==> src/sv/blsf_queue.sv <==
`timescale 1ns / 1ps

module blsf_queue #(
    parameter int WIDTH = 8,
    parameter int DEPTH = 4
) (
    input  logic             clk,
    input  logic             rst_n,
    input  logic             push,
    input  logic [WIDTH-1:0] wdata,
    input  logic             pop,
    output logic [WIDTH-1:0] rdata,
    output logic             valid,
    output logic             full
);

    localparam int PW = (DEPTH > 1) ? $clog2(DEPTH) : 1;
    localparam int CNTW = $clog2(DEPTH + 1);

    logic [WIDTH-1:0] mem_reg [DEPTH];
    logic [PW-1:0]    wr_reg, wr_next, rd_reg, rd_next;
    logic [CNTW-1:0]  cnt_reg, cnt_next;

    // pointer bookkeeping
    always_comb
    begin
        wr_next  = wr_reg;
        rd_next  = rd_reg;
        cnt_next = cnt_reg;
        if (push)
        begin
            wr_next = (wr_reg == PW'(DEPTH - 1)) ? '0 : wr_reg + 1'b1;
        end
        if (pop)
        begin
            rd_next = (rd_reg == PW'(DEPTH - 1)) ? '0 : rd_reg + 1'b1;
        end
        if (push && !pop)
        begin
            cnt_next = cnt_reg + 1'b1;
        end
        else if (pop && !push)
        begin
            cnt_next = cnt_reg - 1'b1;
        end
    end

    always_ff @(posedge clk or negedge rst_n)
    begin
        if (!rst_n)
        begin
            wr_reg  <= '0;
            rd_reg  <= '0;
            cnt_reg <= '0;
        end
        else
        begin
            wr_reg  <= wr_next;
            rd_reg  <= rd_next;
            cnt_reg <= cnt_next;
        end
    end

    // storage
    always_ff @(posedge clk)
    begin
        if (push)
        begin
            mem_reg[wr_reg] <= wdata;
        end
    end

    assign rdata = mem_reg[rd_reg];
    assign valid = (cnt_reg != '0);
    assign full  = (cnt_reg == CNTW'(DEPTH));

endmodule

==> config.mk <==
export PLATFORM = sky130hd
export DESIGN_NAME = blsf_queue
export DESIGN_NICKNAME = d
export VERILOG_FILES = /design/src/sv/blsf_queue.sv
export SDC_FILE = /design/constraint.sdc
export NUM_CORES = 1
export LEC_CHECK = 0
export BUFFER_PORTS_ARGS = -buffer_cell sky130_fd_sc_hd__buf_2
export CAP_MARGIN = 10
export CORE_ASPECT_RATIO = 0.75
export CORE_MARGIN = 4
export CORE_UTILIZATION = 45
export DETAILED_ROUTE_END_ITERATION = 10
export HOLD_SLACK_MARGIN = 0.05
export MAX_ROUTING_LAYER = met4
export PLACE_DENSITY = 0.65
export SYNTH_ARGS = -nofsm -noshare
export SYNTH_HDL_FRONTEND = slang
export SYNTH_SLANG_ARGS = --single-unit
==> constraint.sdc <==
create_clock -name clk -period 2.1 [get_ports clk]
set_input_delay 0.525 -clock clk [delete_from_list [all_inputs] [get_ports clk]]
set_output_delay 0.525 -clock clk [all_outputs]
set_load 0.1 [all_outputs]
==> impl_metrics.csv <==
group,metric,value,unit
outcome,status,"finished, final reports clean",
finish,largest_register_ffs,32,
finish,drive_above_1_share,0.3704,
route,drc,0,
clock_tree,cts_setup_buffers,0,
clock_tree,clkSinkCount,39,
placement,place_worst_setup_slack,0.2367,ns
die,dieArea,0.004512,mm²
die,die_h,59.18,µm
route,drtPass1Iterations,4,
route,wl_per_cell,16.20,µm
grt,grt_start_max_net_pins,12,
clock_tree,cts-hold-fix-buffers,0,
logic_synthesis,ys_seq_area_frac,0.7229,
sta,post-route-min-period,2.075,ns
finish,n_antenna_cell,0,
sta,tightest_slew,0.4839,ns
clock_tree,clock_latency,0.28,ns
logic_synthesis,ys.warnings.count,0,
sta,slew_viol_final,0,
grt,grt_pass1_wl,3946,µm
die,placementRows,18,
critical_path,critPathArrivalTime,1.55,ns
grt,antenna_found_initial,0,
clock_tree,htree_levels,2,
critical_path,worst_setup_path_end_kind,"primary output",
critical_path,crit_chain,"buf_12, mux4_2, buf_6",
sta,fin_crit_sh,0.9883,
logic_synthesis,synth_cell_types,18,
placement,gp_congestion,0.6928,
finish,areaGrowthSynthToFinish,19.59,%
logic_synthesis,avgSynthCellArea,19.89,µm²
clock_tree,numCtsBuffers,5,
critical_path,cp-start-kind,"flip-flop",
grt,grt_pass1_vias,808,
critical_path,worstSetupPathType,"flip-flop to primary output",
grt,grt_overflow,0,
clock_tree,clk_pin_slew_worst_paths,0.07,ns
clock_tree,root_buffer,"clkbuf_8",
job,drv_cap,0,
die,initial_core_util,0.4715,
placement,port_buffers,21,
sta,slew_headroom,0.6796,
route,drtAntennaViolNets,0,
die,io_pins,22,
sta,rsz0062_at_grt,"true",
route,vias,754,
critical_path,critical_path_required,1.57,ns
route,drtIter0Drc,32,
logic_synthesis,mappedNetlistNets,98,
hold_path,hold_path_class,"input port to asynchronous set/reset pin",
logic_synthesis,syn_area,0.001572,mm²
critical_path,crit_fanout,8,
critical_path,max_stage_delay,0.52,ns
finish,nNetsFinal,126,
die,die_x,76.24,µm
route,avgViaCountPerCell,5.095,
logic_synthesis,ys_seq_elements,39,
sta,finalHoldViolations,0,
die,coreArea,0.003333,mm²
critical_path,cp_slowest_cell,"mux4_2",
sta,finalSetupViolations,0,
grt,grtUsageTotal,0.1274,
clock_tree,cts_buffer_depth,2,
route,wl,2397,µm
clock_tree,cts_tree,"built",
sta,skew,0.009530,ns
sta,max_freq,481.8,MHz
logic_synthesis,synthCells,79,
sta,setup_ws,0.02465,ns
## cells in the mapped netlist, drive strengths merged
library cell / instances / area (µm²)
inv: 5 / 18.77
edfxtp: 32 / 960.9
nor3b: 1 / 7.510
ha: 6 / 75.07
mux2: 3 / 33.78
xnor2: 1 / 8.760
dfrtp: 7 / 175.2
buf: 2 / 16.26
nand3: 1 / 5.000
fa: 1 / 20.02
and2: 4 / 25.02
o21ai: 2 / 10.01
mux4: 8 / 180.2
xor2: 2 / 17.52
nand2: 1 / 3.750
or3: 1 / 6.260
nor2: 2 / 7.510
## path summary, 6_finish.rpt
path | start | to | slack (ns) | cells past startpoint
max | rd_reg[0]$_DFFE_PN0P_ | rdata[0] | 0.02 | 3
min | rst_n | wr_reg[0]$_DFFE_PN0P_ | 0.07 | 1
max reg2reg | wr_reg[0]$_DFFE_PN0P_ | mem_reg[0][4]$_DFFE_PP_ | 0.66 | 3
min reg2reg | cnt_reg[2]$_DFFE_PN0P_ | cnt_reg[2]$_DFFE_PN0P_ | 0.50 | 1
max in group asynchronous | rst_n | cnt_reg[0]$_DFFE_PN0P_ | 1.85 | 1
min in group clk | wdata[1] | mem_reg[3][1]$_DFFE_PP_ | 0.45 | 1
## layer usage
metal  wire, µm  up-vias  share of wire  global-route usage
li1           -      356              -                   -
met1       1017      376           0.42              0.1405
met2       1231       17           0.51              0.2103
met3        119        5          0.050             0.05927
met4         29        0          0.012             0.03876
met5          0        -              0                   -
## final cells by class
cell class	instances	area, µm²
well taps	40	50.05
flip-flops and latches	39	1136
fillers	262	1454
inverters	5	18.77
multi-input cells	33	411.6
clock buffers	8	80.08
repair buffers	23	182.7
## placed cells by master (no fill, tap or decap), drive strengths merged
cell type and instances:
xnor2 1, mux2 3, nand3 1, o21ai 2
and2 4, nor2 2, ha 6, edfxtp 32
nand2 1, or3 1, mux4 8, buf 23
inv 5, dfrtp 7, xor2 2, clkbuf 8
nor3b 1, fa 1
## kinds of logic after synthesis
family | after synthesis | share of synthesized area
AO/OA/AOI/OAI | 2 | 0.006370
XOR/XNOR | 3 | 0.01672
adder cells (fa/ha/maj) | 7 | 0.06051
buffers and inverters | 7 | 0.02229
flip-flops | 39 | 0.7229
multiplexers | 11 | 0.1361
AND/OR/NAND/NOR | 10 | 0.03503
## repair_timing
| item | in CTS | in global routing |
|---|---|---|
| endpoints found under the hold margin | 0 | 0 |
| setup endpoints to repair | 8 | 8 |
| gates cloned | 0 | 0 |
| gates resized for setup | 16 | 0 |
## through the flow
| step | instances | hold WS [ns] | instance area, µm² | util | setup TNS (ns) |
|---|---|---|---|---|---|
| 2_1_floorplan | 79 | 0.2294 | 1583 | - | 0 |
| 3_3_place_gp | 140 | 0.3740 | 1749 | 0.5248 | 0 |
| 3_5_place_dp | 140 | 0.3762 | 1749 | 0.5248 | 0 |
| 4_1_cts | 148 | 0.06559 | 1879 | 0.5638 | 0 |
| 5_1_grt | 148 | 0.06349 | 1879 | 0.5638 | -0.1432 |
| 6_report | 148 | 0.06935 | 1879 | 0.5638 | 0 |
## critical path, delay by kind of cell, from the launching register on
| family | cells | cell delay, ns |
|---|---|---|
| buffers and inverters | 2 | 0.35 |
| DFF | 1 | 0.39 |
| muxes | 1 | 0.52 |
Power is not shown: default switching activity piles up to over one toggle a cycle in this logic, so the estimate is an artifact.
